==> src/design/assert_macros.svh <==
// ----------------------------------------------------------------------------
// Assertion macros
// Shared concurrent assertion forms, clocked on clk and held off during reset.
// ----------------------------------------------------------------------------
`ifndef ASSERT_MACROS_SVH
`define ASSERT_MACROS_SVH

// Check a condition at every clock edge.
`define ASSERT_ALWAYS(lbl, cond, msg) \
    lbl: assert property (@(posedge clk) disable iff (!rst_n) (cond)) else $error(msg);

// Check that a trigger is followed by a condition in the next cycle.
`define ASSERT_NEXT(lbl, trig, cond, msg) \
    lbl: assert property (@(posedge clk) disable iff (!rst_n) (trig) |=> (cond)) else $error(msg);

`endif

==> src/design/gspid_pkg.sv <==
// ----------------------------------------------------------------------------
// gspid_pkg
// Types, constants and register map of the gain-scheduled PID drive block.
// ----------------------------------------------------------------------------
package gspid_pkg;

    localparam int LEVEL_MIN    = 1;
    localparam int LEVEL_MEDIUM = 2;
    localparam int LEVEL_LARGE  = 3;
    localparam int LEVEL_MAX    = 4;
    localparam int LEVEL_URGENT = 5;

    localparam int ONE_Q12        = 4096;
    localparam int GAIN_SET_COUNT = 6;
    localparam int LIMIT_W        = 14;
    localparam int ADDR_W         = 5;
    localparam int DATA_W         = 32;

    localparam logic [LIMIT_W-1:0] LIMIT_RESET = 14'd3686;

    typedef enum logic [2:0] {
        REG_GAINS_MIN    = 3'd0,
        REG_GAINS_MEDIUM = 3'd1,
        REG_GAINS_LARGE  = 3'd2,
        REG_GAINS_MAX    = 3'd3,
        REG_GAINS_URGENT = 3'd4,
        REG_GAINS_DEFAULT = 3'd5,
        REG_INTEGRAL_GAIN = 3'd6,
        REG_OUTPUT_LIMIT  = 3'd7
    } reg_index_t;

    typedef enum logic [2:0] {
        SEL_MIN     = 3'd0,
        SEL_MEDIUM  = 3'd1,
        SEL_LARGE   = 3'd2,
        SEL_MAX     = 3'd3,
        SEL_URGENT  = 3'd4,
        SEL_DEFAULT = 3'd5
    } gain_sel_t;

    typedef struct packed {
        logic signed [7:0] error_now;
        logic signed [7:0] error_before;
    } sample_t;

    typedef struct packed {
        logic signed [14:0]       pid_value;
        logic [LIMIT_W-1:0]       left_speed;
        logic [LIMIT_W-1:0]       right_speed;
        logic                     left_reverse;
        logic                     right_reverse;
    } result_t;

    typedef struct packed {
        logic [GAIN_SET_COUNT-1:0][31:0] gains;
        logic signed [15:0]              ki;
        logic [LIMIT_W-1:0]              limit;
    } cfg_t;

    typedef struct packed {
        logic signed [7:0] err;
        logic signed [8:0] diff;
        gain_sel_t         sel;
        logic              use_ki;
    } stage_t;

endpackage

==> src/design/gain_scheduled_pid_differential_drive.sv <==
// ----------------------------------------------------------------------------
// gain_scheduled_pid_differential_drive
// Gain-scheduled PID steering controller with differential motor outputs.
//
//   channel   direction  handshake                  beat
//   sample    in         sample_valid/sample_stall  error_now, error_before
//   result    out        result_valid/result_stall  pid, speeds, reverse flags
//   config    in         APB psel/penable/pready    one 32-bit register
//
// One sample per cycle unless stalled; result_valid sets as result_reg loads.
// The integrator updates at the accept edge; gains are muxed and the three
// products, sum and clamps run between the stage register and result register.
// Reset clears valid flags and the integrator and loads the register defaults.
// A stalled result holds; the stage register still fills, then sample_stall.
// ----------------------------------------------------------------------------
module gain_scheduled_pid_differential_drive (
    input  logic                         clk,
    input  logic                         rst_n,
    input  logic                         sample_valid,
    output logic                         sample_stall,
    input  gspid_pkg::sample_t           sample,
    output logic                         result_valid,
    input  logic                         result_stall,
    output gspid_pkg::result_t           result,
    input  logic                         psel,
    input  logic                         penable,
    input  logic                         pwrite,
    input  logic [gspid_pkg::ADDR_W-1:0] paddr,
    input  logic [gspid_pkg::DATA_W-1:0] pwdata,
    output logic [gspid_pkg::DATA_W-1:0] prdata,
    output logic                         pready
);
    import gspid_pkg::*;
    `include "assert_macros.svh"

    cfg_t               cfg;
    stage_t             stage_reg;
    stage_t             stage_next;
    logic               stage_valid_reg;
    logic signed [15:0] integ_reg;
    logic signed [15:0] integ_next;
    logic signed [16:0] integ_sum;
    result_t            result_reg;
    result_t            result_next;
    logic               result_valid_reg;
    logic               accept;
    logic               advance;
    logic [7:0]         mag;
    logic signed [7:0]  e;
    logic signed [7:0]  p;

    gspid_regs u_regs (
        .clk     (clk),
        .rst_n   (rst_n),
        .psel    (psel),
        .penable (penable),
        .pwrite  (pwrite),
        .paddr   (paddr),
        .pwdata  (pwdata),
        .prdata  (prdata),
        .pready  (pready),
        .cfg     (cfg)
    );

    gspid_core u_core (
        .stage  (stage_reg),
        .integ  (integ_reg),
        .cfg    (cfg),
        .result (result_next)
    );

    assign advance      = stage_valid_reg && (!result_valid_reg || !result_stall);
    assign sample_stall = stage_valid_reg && !advance;
    assign accept       = sample_valid && !sample_stall;
    assign result_valid = result_valid_reg;
    assign result       = result_reg;

    assign e   = sample.error_now;
    assign p   = sample.error_before;
    assign mag = e[7] ? 8'(-e) : 8'(e);

    always_comb
    begin
        integ_sum = 17'(integ_reg) + 17'(e);
        if (e == 8'sd0)
            integ_next = 16'sd0;
        else if (e == p)
            integ_next = integ_reg;
        else if (integ_sum[16] != integ_sum[15])
            integ_next = integ_sum[16] ? 16'sh8000 : 16'sh7FFF;
        else
            integ_next = integ_sum[15:0];
    end

    always_comb
    begin
        stage_next.err    = e;
        stage_next.diff   = 9'(e) - 9'(p);
        stage_next.use_ki = 1'b0;
        if (mag == 8'(LEVEL_MIN))
            stage_next.sel = SEL_MIN;
        else if (mag == 8'(LEVEL_MEDIUM))
        begin
            stage_next.sel    = SEL_MEDIUM;
            stage_next.use_ki = 1'b1;
        end
        else if (mag == 8'(LEVEL_LARGE))
        begin
            stage_next.sel    = SEL_LARGE;
            stage_next.use_ki = 1'b1;
        end
        else if (mag == 8'(LEVEL_MAX))
        begin
            stage_next.sel    = SEL_MAX;
            stage_next.use_ki = 1'b1;
        end
        else if (mag == 8'(LEVEL_URGENT))
        begin
            stage_next.sel  = SEL_URGENT;
            stage_next.diff = 9'sd0;
        end
        else
            stage_next.sel = SEL_DEFAULT;
    end

    always_ff @(posedge clk or negedge rst_n)
    begin
        if (!rst_n)
        begin
            stage_valid_reg  <= 1'b0;
            result_valid_reg <= 1'b0;
            integ_reg        <= 16'sd0;
        end
        else
        begin
            if (accept)
            begin
                stage_valid_reg <= 1'b1;
                integ_reg       <= integ_next;
            end
            else if (advance)
                stage_valid_reg <= 1'b0;

            if (advance)
                result_valid_reg <= 1'b1;
            else if (!result_stall)
                result_valid_reg <= 1'b0;
        end
    end

    always_ff @(posedge clk)
    begin
        if (accept)
            stage_reg <= stage_next;
        if (advance)
            result_reg <= result_next;
    end

    `ASSERT_ALWAYS(a_stall_cause, !sample_stall || (stage_valid_reg && result_valid_reg && result_stall), "sample_stall without a stalled result")
    `ASSERT_NEXT(a_integ_clear, accept && (sample.error_now == 8'sd0), integ_reg == 16'sd0, "integrator not cleared on zero error")
    `ASSERT_ALWAYS(a_reverse_excl, !result_valid_reg || !(result_reg.left_reverse && result_reg.right_reverse), "both motors reversed")

endmodule

==> src/design/gspid_regs.sv <==
// ----------------------------------------------------------------------------
// gspid_regs
// Configuration register file behind the APB port: gain sets, ki and limit.
// ----------------------------------------------------------------------------
module gspid_regs (
    input  logic                       clk,
    input  logic                       rst_n,
    input  logic                       psel,
    input  logic                       penable,
    input  logic                       pwrite,
    input  logic [gspid_pkg::ADDR_W-1:0] paddr,
    input  logic [gspid_pkg::DATA_W-1:0] pwdata,
    output logic [gspid_pkg::DATA_W-1:0] prdata,
    output logic                       pready,
    output gspid_pkg::cfg_t            cfg
);
    import gspid_pkg::*;

    cfg_t       cfg_reg;
    reg_index_t idx;
    logic       wr_en;

    assign idx    = reg_index_t'(paddr[ADDR_W-1:2]);
    assign wr_en  = psel && penable && pwrite;
    assign pready = 1'b1;
    assign cfg    = cfg_reg;

    always_ff @(posedge clk or negedge rst_n)
    begin
        if (!rst_n)
        begin
            cfg_reg.gains <= '0;
            cfg_reg.ki    <= '0;
            cfg_reg.limit <= LIMIT_RESET;
        end
        else if (wr_en)
        begin
            case (idx)
                REG_INTEGRAL_GAIN: cfg_reg.ki    <= pwdata[15:0];
                REG_OUTPUT_LIMIT:  cfg_reg.limit <= pwdata[LIMIT_W-1:0];
                default:           cfg_reg.gains[idx] <= pwdata;
            endcase
        end
    end

    always_comb
    begin
        case (idx)
            REG_INTEGRAL_GAIN: prdata = {16'd0, cfg_reg.ki};
            REG_OUTPUT_LIMIT:  prdata = {{(DATA_W-LIMIT_W){1'b0}}, cfg_reg.limit};
            default:           prdata = cfg_reg.gains[idx];
        endcase
    end

endmodule

==> src/design/gspid_core.sv <==
// ----------------------------------------------------------------------------
// gspid_core
// PID sum, output clamp and left/right speed forming for one staged sample.
// ----------------------------------------------------------------------------
module gspid_core (
    input  gspid_pkg::stage_t   stage,
    input  logic signed [15:0]  integ,
    input  gspid_pkg::cfg_t     cfg,
    output gspid_pkg::result_t  result
);
    import gspid_pkg::*;

    logic [31:0]        gain_word;
    logic signed [15:0] kp;
    logic signed [15:0] kd;
    logic signed [15:0] ki;
    logic signed [23:0] prod_p;
    logic signed [24:0] prod_d;
    logic signed [31:0] prod_i;
    logic signed [33:0] sum;
    logic signed [33:0] lim;
    logic signed [33:0] clamped;
    logic signed [14:0] pid;
    logic signed [15:0] left_val;
    logic signed [15:0] right_val;
    logic [14:0]        left_abs;
    logic [14:0]        right_abs;
    logic [14:0]        lim15;

    always_comb
    begin
        case (stage.sel)
            SEL_MIN:    gain_word = cfg.gains[SEL_MIN];
            SEL_MEDIUM: gain_word = cfg.gains[SEL_MEDIUM];
            SEL_LARGE:  gain_word = cfg.gains[SEL_LARGE];
            SEL_MAX:    gain_word = cfg.gains[SEL_MAX];
            SEL_URGENT: gain_word = cfg.gains[SEL_URGENT];
            default:    gain_word = cfg.gains[SEL_DEFAULT];
        endcase
    end

    assign kp = gain_word[31:16];
    assign kd = gain_word[15:0];
    assign ki = stage.use_ki ? cfg.ki : 16'sd0;

    assign prod_p = kp * stage.err;
    assign prod_d = kd * stage.diff;
    assign prod_i = ki * integ;
    assign sum    = 34'(prod_p) + 34'(prod_d) + 34'(prod_i);
    assign lim    = {{(34-LIMIT_W){1'b0}}, cfg.limit};

    always_comb
    begin
        if (sum <= -lim)
            clamped = -lim;
        else if (sum >= lim)
            clamped = lim;
        else
            clamped = sum;
    end

    assign pid       = clamped[14:0];
    assign left_val  = 16'(ONE_Q12) - 16'(pid);
    assign right_val = 16'(ONE_Q12) + 16'(pid);
    assign left_abs  = left_val[15]  ? 15'(-left_val)  : left_val[14:0];
    assign right_abs = right_val[15] ? 15'(-right_val) : right_val[14:0];
    assign lim15     = {1'b0, cfg.limit};

    assign result.pid_value     = pid;
    assign result.left_speed    = (left_abs >= lim15)  ? cfg.limit : left_abs[LIMIT_W-1:0];
    assign result.right_speed   = (right_abs >= lim15) ? cfg.limit : right_abs[LIMIT_W-1:0];
    assign result.left_reverse  = left_val[15];
    assign result.right_reverse = right_val[15];

endmodule
==> config.mk <==
export PLATFORM = sky130hd
export DESIGN_NAME = gain_scheduled_pid_differential_drive
export DESIGN_NICKNAME = d
export VERILOG_FILES = /design/src/design/gspid_pkg.sv /design/src/design/gain_scheduled_pid_differential_drive.sv /design/src/design/gspid_regs.sv /design/src/design/gspid_core.sv
export VERILOG_INCLUDE_DIRS = /design/src /design/src/design
export SDC_FILE = /design/constraint.sdc
export NUM_CORES = 2
export LEC_CHECK = 0
export BUFFER_PORTS_ARGS = -buffer_cell sky130_fd_sc_hd__buf_2
export CORE_ASPECT_RATIO = 1.1
export CORE_MARGIN = 1.5
export CORE_UTILIZATION = 35
export CTS_BUF_LIST = sky130_fd_sc_hd__clkbuf_4 sky130_fd_sc_hd__clkbuf_8
export CTS_CLUSTER_DIAMETER = 100
export CTS_CLUSTER_SIZE = 20
export DETAILED_ROUTE_END_ITERATION = 10
export RECOVER_POWER = 100
export SLEW_MARGIN = 20
export SYNTH_ARGS = -nofsm -noshare
export SYNTH_HDL_FRONTEND = slang
export SYNTH_SLANG_ARGS = --single-unit
==> constraint.sdc <==
create_clock -name clk -period 21.2 [get_ports clk]
set_input_delay 2.12 -clock clk [delete_from_list [all_inputs] [get_ports clk]]
set_output_delay 2.12 -clock clk [all_outputs]
set_load 0.1 [all_outputs]
==> results.md <==
Synthesis:
- The number of unique standard cell types used by synthesis is 97.
- After synthesis the cells add up to 39000 sq um.
- Counting flops with an async set or reset pin after synthesis yields a share of 0.784.
- After technology mapping, the gate count stands at 3936.
- Counting flops with a built-in enable in the synthesized netlist gives 66.
- The area fraction of the dominant cell type after synthesis is 0.310.
- The most common cell in the synthesized netlist is sky130_fd_sc_hd__inv_1.
- The mean post-synth cell area is 9.90 sq um.
- Summed over all instances, the cell type with the most area after synthesis is sky130_fd_sc_hd__fa_1.
- Ranked by total cell area, the synthesized netlist is headed by sky130_fd_sc_hd__fa_1 (31%), sky130_fd_sc_hd__dfrtp_1 (15%), sky130_fd_sc_hd__mux2_2 (7.4%).
- The share of the Yosys chip area taken by registers is 0.205.
- For this run, the number of Yosys warnings is 0.
- Ranked by instance count, the synthesized netlist is headed by sky130_fd_sc_hd__inv_1 (666), sky130_fd_sc_hd__fa_1 (604), sky130_fd_sc_hd__nand2_1 (463).
- When the netlist entered floorplanning its net count stood at 4830.
- After synthesis the netlist holds a flip-flop and latch count of 306.
- The dominant register cell in the synthesized netlist is sky130_fd_sc_hd__dfrtp_1.

Detailed routing:
- The number of design-rule violations left by the first detailed-router iteration is 2080.
- The DRC violation count after routing is 0.
- The count of nets left with antenna violations after detail routing is 0.
- The routed layout has 28800 vias.
- The pre-antenna-repair detailed-routing pass consisted of 7 iterations.
- The ratio of routed vias to standard cells is 5.32.
- The routed design has 112000 microns of wire.
- Dividing the detail-routed wire length by the instance count gives 20.6 microns.

Worst hold path:
- The depth of the worst hold-timing path is 1.
- The worst hold path terminates at result_valid.
- The worst min-delay path class is flip-flop to flip-flop.
- The start point of the worst min-delay path is stage_valid_reg.

Worst setup path:
- The maximum fanout count along the critical path is 41.
- The internal reg-to-reg setup slack is 2.13 ns.
- STA classifies the critical path endpoint as a flip-flop.
- The signal arrival time at the worst endpoint is 19.42 ns.
- The startpoint identified for the worst register-to-register timing path is stage_reg[2].
- The depth of the worst register-to-register path is 62.
- The maximum cell stage delay along the critical path is 0.86 ns.
- The library cell appearing most often on the critical path is sky130_fd_sc_hd__fa_1.
- The count of buffer and inverter cells on the critical path is 10.
- Among cell families on the critical path, the largest total delay comes from compound AO/OA/AOI/OAI gates.
- The terminus of the critical flop-to-flop path is result[17].
- The setup path with the least slack is of type flip-flop to flip-flop.
- For the worst setup path, the data required time is 21.55 ns.
- STA classifies the critical path startpoint as a flip-flop.
- The slowest stage of the critical path belongs to the cell sky130_fd_sc_hd__a21oi_1.

STA:
- The slew at the pin with the worst max-slew slack is 5.98 ns.
- The final count of pins violating max slew came to 578.
- The number of hold violations in the final report came to 0.
- Setup total negative slack on the finished layout was measured at 0 ns.
- The setup violation total in the final timing report is 0.
- The least setup slack across all paths after layout is 2.13 ns.
- The worst pin sits at a relative slew slack of -2.99.
- The final cycle utilization of the critical path is 0.900.
- The final critical delay including setup and external delays is 19.07 ns.
- The clock skew is 0.0477 ns.
- Setup repair after global routing left no endpoint under its margin.
- The timing-limited maximum frequency is 52.4 MHz.

Global route:
- The initial antenna violation count is 4.
- Entering global routing, the biggest net connects 110 pins.
- The aggregate global-route resource usage is 0.197.
- The via count of the first global-routing pass was 30200.
- The first global-routing pass estimated 174000 microns of wire.
- After global routing the overflow that remains totals 0.

Clocking:
- Buffers added to address setup during post-CTS repair amount to 0.
- Buffers inserted to repair hold after CTS numbered 0.
- CTS built an H-tree with a depth of 1.
- Clock latency on the worst-skew pair, taken at its later pin, is 0.64 ns.
- The clock tree from TritonCTS is yes.
- Clock-pin slew was measured on the worst setup and hold paths at 0.13 ns.
- The tree is rooted in a sky130_fd_sc_hd__clkbuf_8.
- Buffers inserted during clock tree synthesis total 20.
- CTS saw 306 sinks.
- After clock tree synthesis, the repair step resized 0 gates.
- The worst-case clock buffer depth is 3.

Floorplanning:
- For this configuration, the core starts out at a cell density of 0.353.
- The die is 321 microns wide.
- The count of pins on the block boundary is 140.
- The y dimension of the die is 353 microns.
- The area of the die is 113000 sq um.
- The floorplan has 128 rows.
- The placeable core area is 111000 sq um.

Finish:
- The post-layout instance count excluding filler cells is 5405.
- The sequential cell area in the final layout is 8000 sq um.
- The number of filler instances in the final layout is 11100.
- The synthesis-to-layout area growth is 6.05%.
- In the final design database the tool counted 4856 nets.
- The multi-input combinational cells in the finished layout cover a total of 27700 sq um.
- The fraction of layout cells with a size suffix above 1 is 0.107.
- The register with the most flip-flops in the layout has 222 of them.

Placement:
- The number of placed cells counting well taps is 5370.
- The placer congestion estimate is 0.910.
- The half-perimeter wire length after placement is 88800 microns.
- OpenSTA, run right after detailed placement, puts the worst setup slack at 3.01 ns.
- The number of input and output port buffers inserted is 136.

Outcome:
- The final reports fail on capacitance limit, slew limit.
- The run finished, with violations left.

Run:
- The tool flagged a number of max-cap violations equal to 16.
metal layers:
metal	wire, microns	up-vias	track usage
li1	-	12900	-
met1	47900	14800	0.262
met2	52800	861	0.329
met3	7140	179	0.0302
met4	3770	0	0.0617
met5	0	-	0
layout make-up:
class / count / share of cell area
diodes: 4 / 0.000242
clock buffers: 27 / 0.00793
clock inverters: 4 / 0.00118
inverters: 672 / 0.0611
multi-input cells: 2770 / 0.670
flip-flops and latches: 306 / 0.194
well taps: 1430 / 0.0433
repair buffers: 192 / 0.0223
worst max path at each step:
stage,slack [ns],from,end,cells after the start
6_report,2.13,stage_reg[2],result[17],62
5_1_grt,1.01,stage_reg[2],result[17],61
4_1_cts,2.93,stage_reg[2],result[17],61
3_5_place_dp,3.01,stage_reg[2],result[17],61
3_3_place_gp,3.22,stage_reg[2],result[17],62
2_1_floorplan,5.93,stage_reg[2],result[22],64
cells by family after synthesis:
group | synth area share
AOI/OAI and AO/OA | 0.0975
xor gates and xnor gates | 0.0236
adders and majority gates | 0.384
buffers and inverters | 0.0840
DFF | 0.205
muxes | 0.0863
other | 0.0000963
and+or+nand+nor | 0.119
through the flow:
stage | hold WS [ns] | cell area [sq um] | utilization
after floorplan | 0.442 | 39000 | -
after global placement | 0.465 | 41200 | 0.373
after detailed placement | 0.479 | 41200 | 0.373
after CTS | 0.508 | 41600 | 0.376
after global routing | 0.528 | 41300 | 0.374
final | 0.500 | 41300 | 0.374
layout by cell type (no fill, tap or decap), types with 16 or more instances in the layout:
| master | n |
|---|---|
| sky130_fd_sc_hd__ha_1 | 230 |
| sky130_fd_sc_hd__nand3_1 | 42 |
| sky130_fd_sc_hd__edfxtp_1 | 66 |
| sky130_fd_sc_hd__nor2b_1 | 16 |
| sky130_fd_sc_hd__buf_4 | 38 |
| sky130_fd_sc_hd__mux2_2 | 249 |
| sky130_fd_sc_hd__nor3_1 | 25 |
| sky130_fd_sc_hd__o21a_1 | 24 |
| sky130_fd_sc_hd__xor2_1 | 27 |
| sky130_fd_sc_hd__mux2i_1 | 39 |
| sky130_fd_sc_hd__a21o_1 | 24 |
| sky130_fd_sc_hd__o21ai_0 | 136 |
| sky130_fd_sc_hd__nand2_1 | 463 |
| sky130_fd_sc_hd__a22oi_1 | 106 |
| sky130_fd_sc_hd__a221o_1 | 18 |
| sky130_fd_sc_hd__nand2b_1 | 48 |
| sky130_fd_sc_hd__buf_2 | 48 |
| sky130_fd_sc_hd__nand4_1 | 23 |
| sky130_fd_sc_hd__and2_1 | 74 |
| sky130_fd_sc_hd__clkbuf_8 | 20 |
| sky130_fd_sc_hd__a21oi_1 | 113 |
| sky130_fd_sc_hd__and3_1 | 70 |
| sky130_fd_sc_hd__inv_1 | 667 |
| sky130_fd_sc_hd__dfrtp_1 | 233 |
| sky130_fd_sc_hd__nor2_1 | 132 |
| sky130_fd_sc_hd__fa_1 | 604 |
| sky130_fd_sc_hd__xnor2_1 | 78 |
| sky130_fd_sc_hd__clkbuf_1 | 106 |
Power is left out: the tool's default activity adds up to more than one toggle a clock period on the data nets, which glitch-free logic cannot reach.
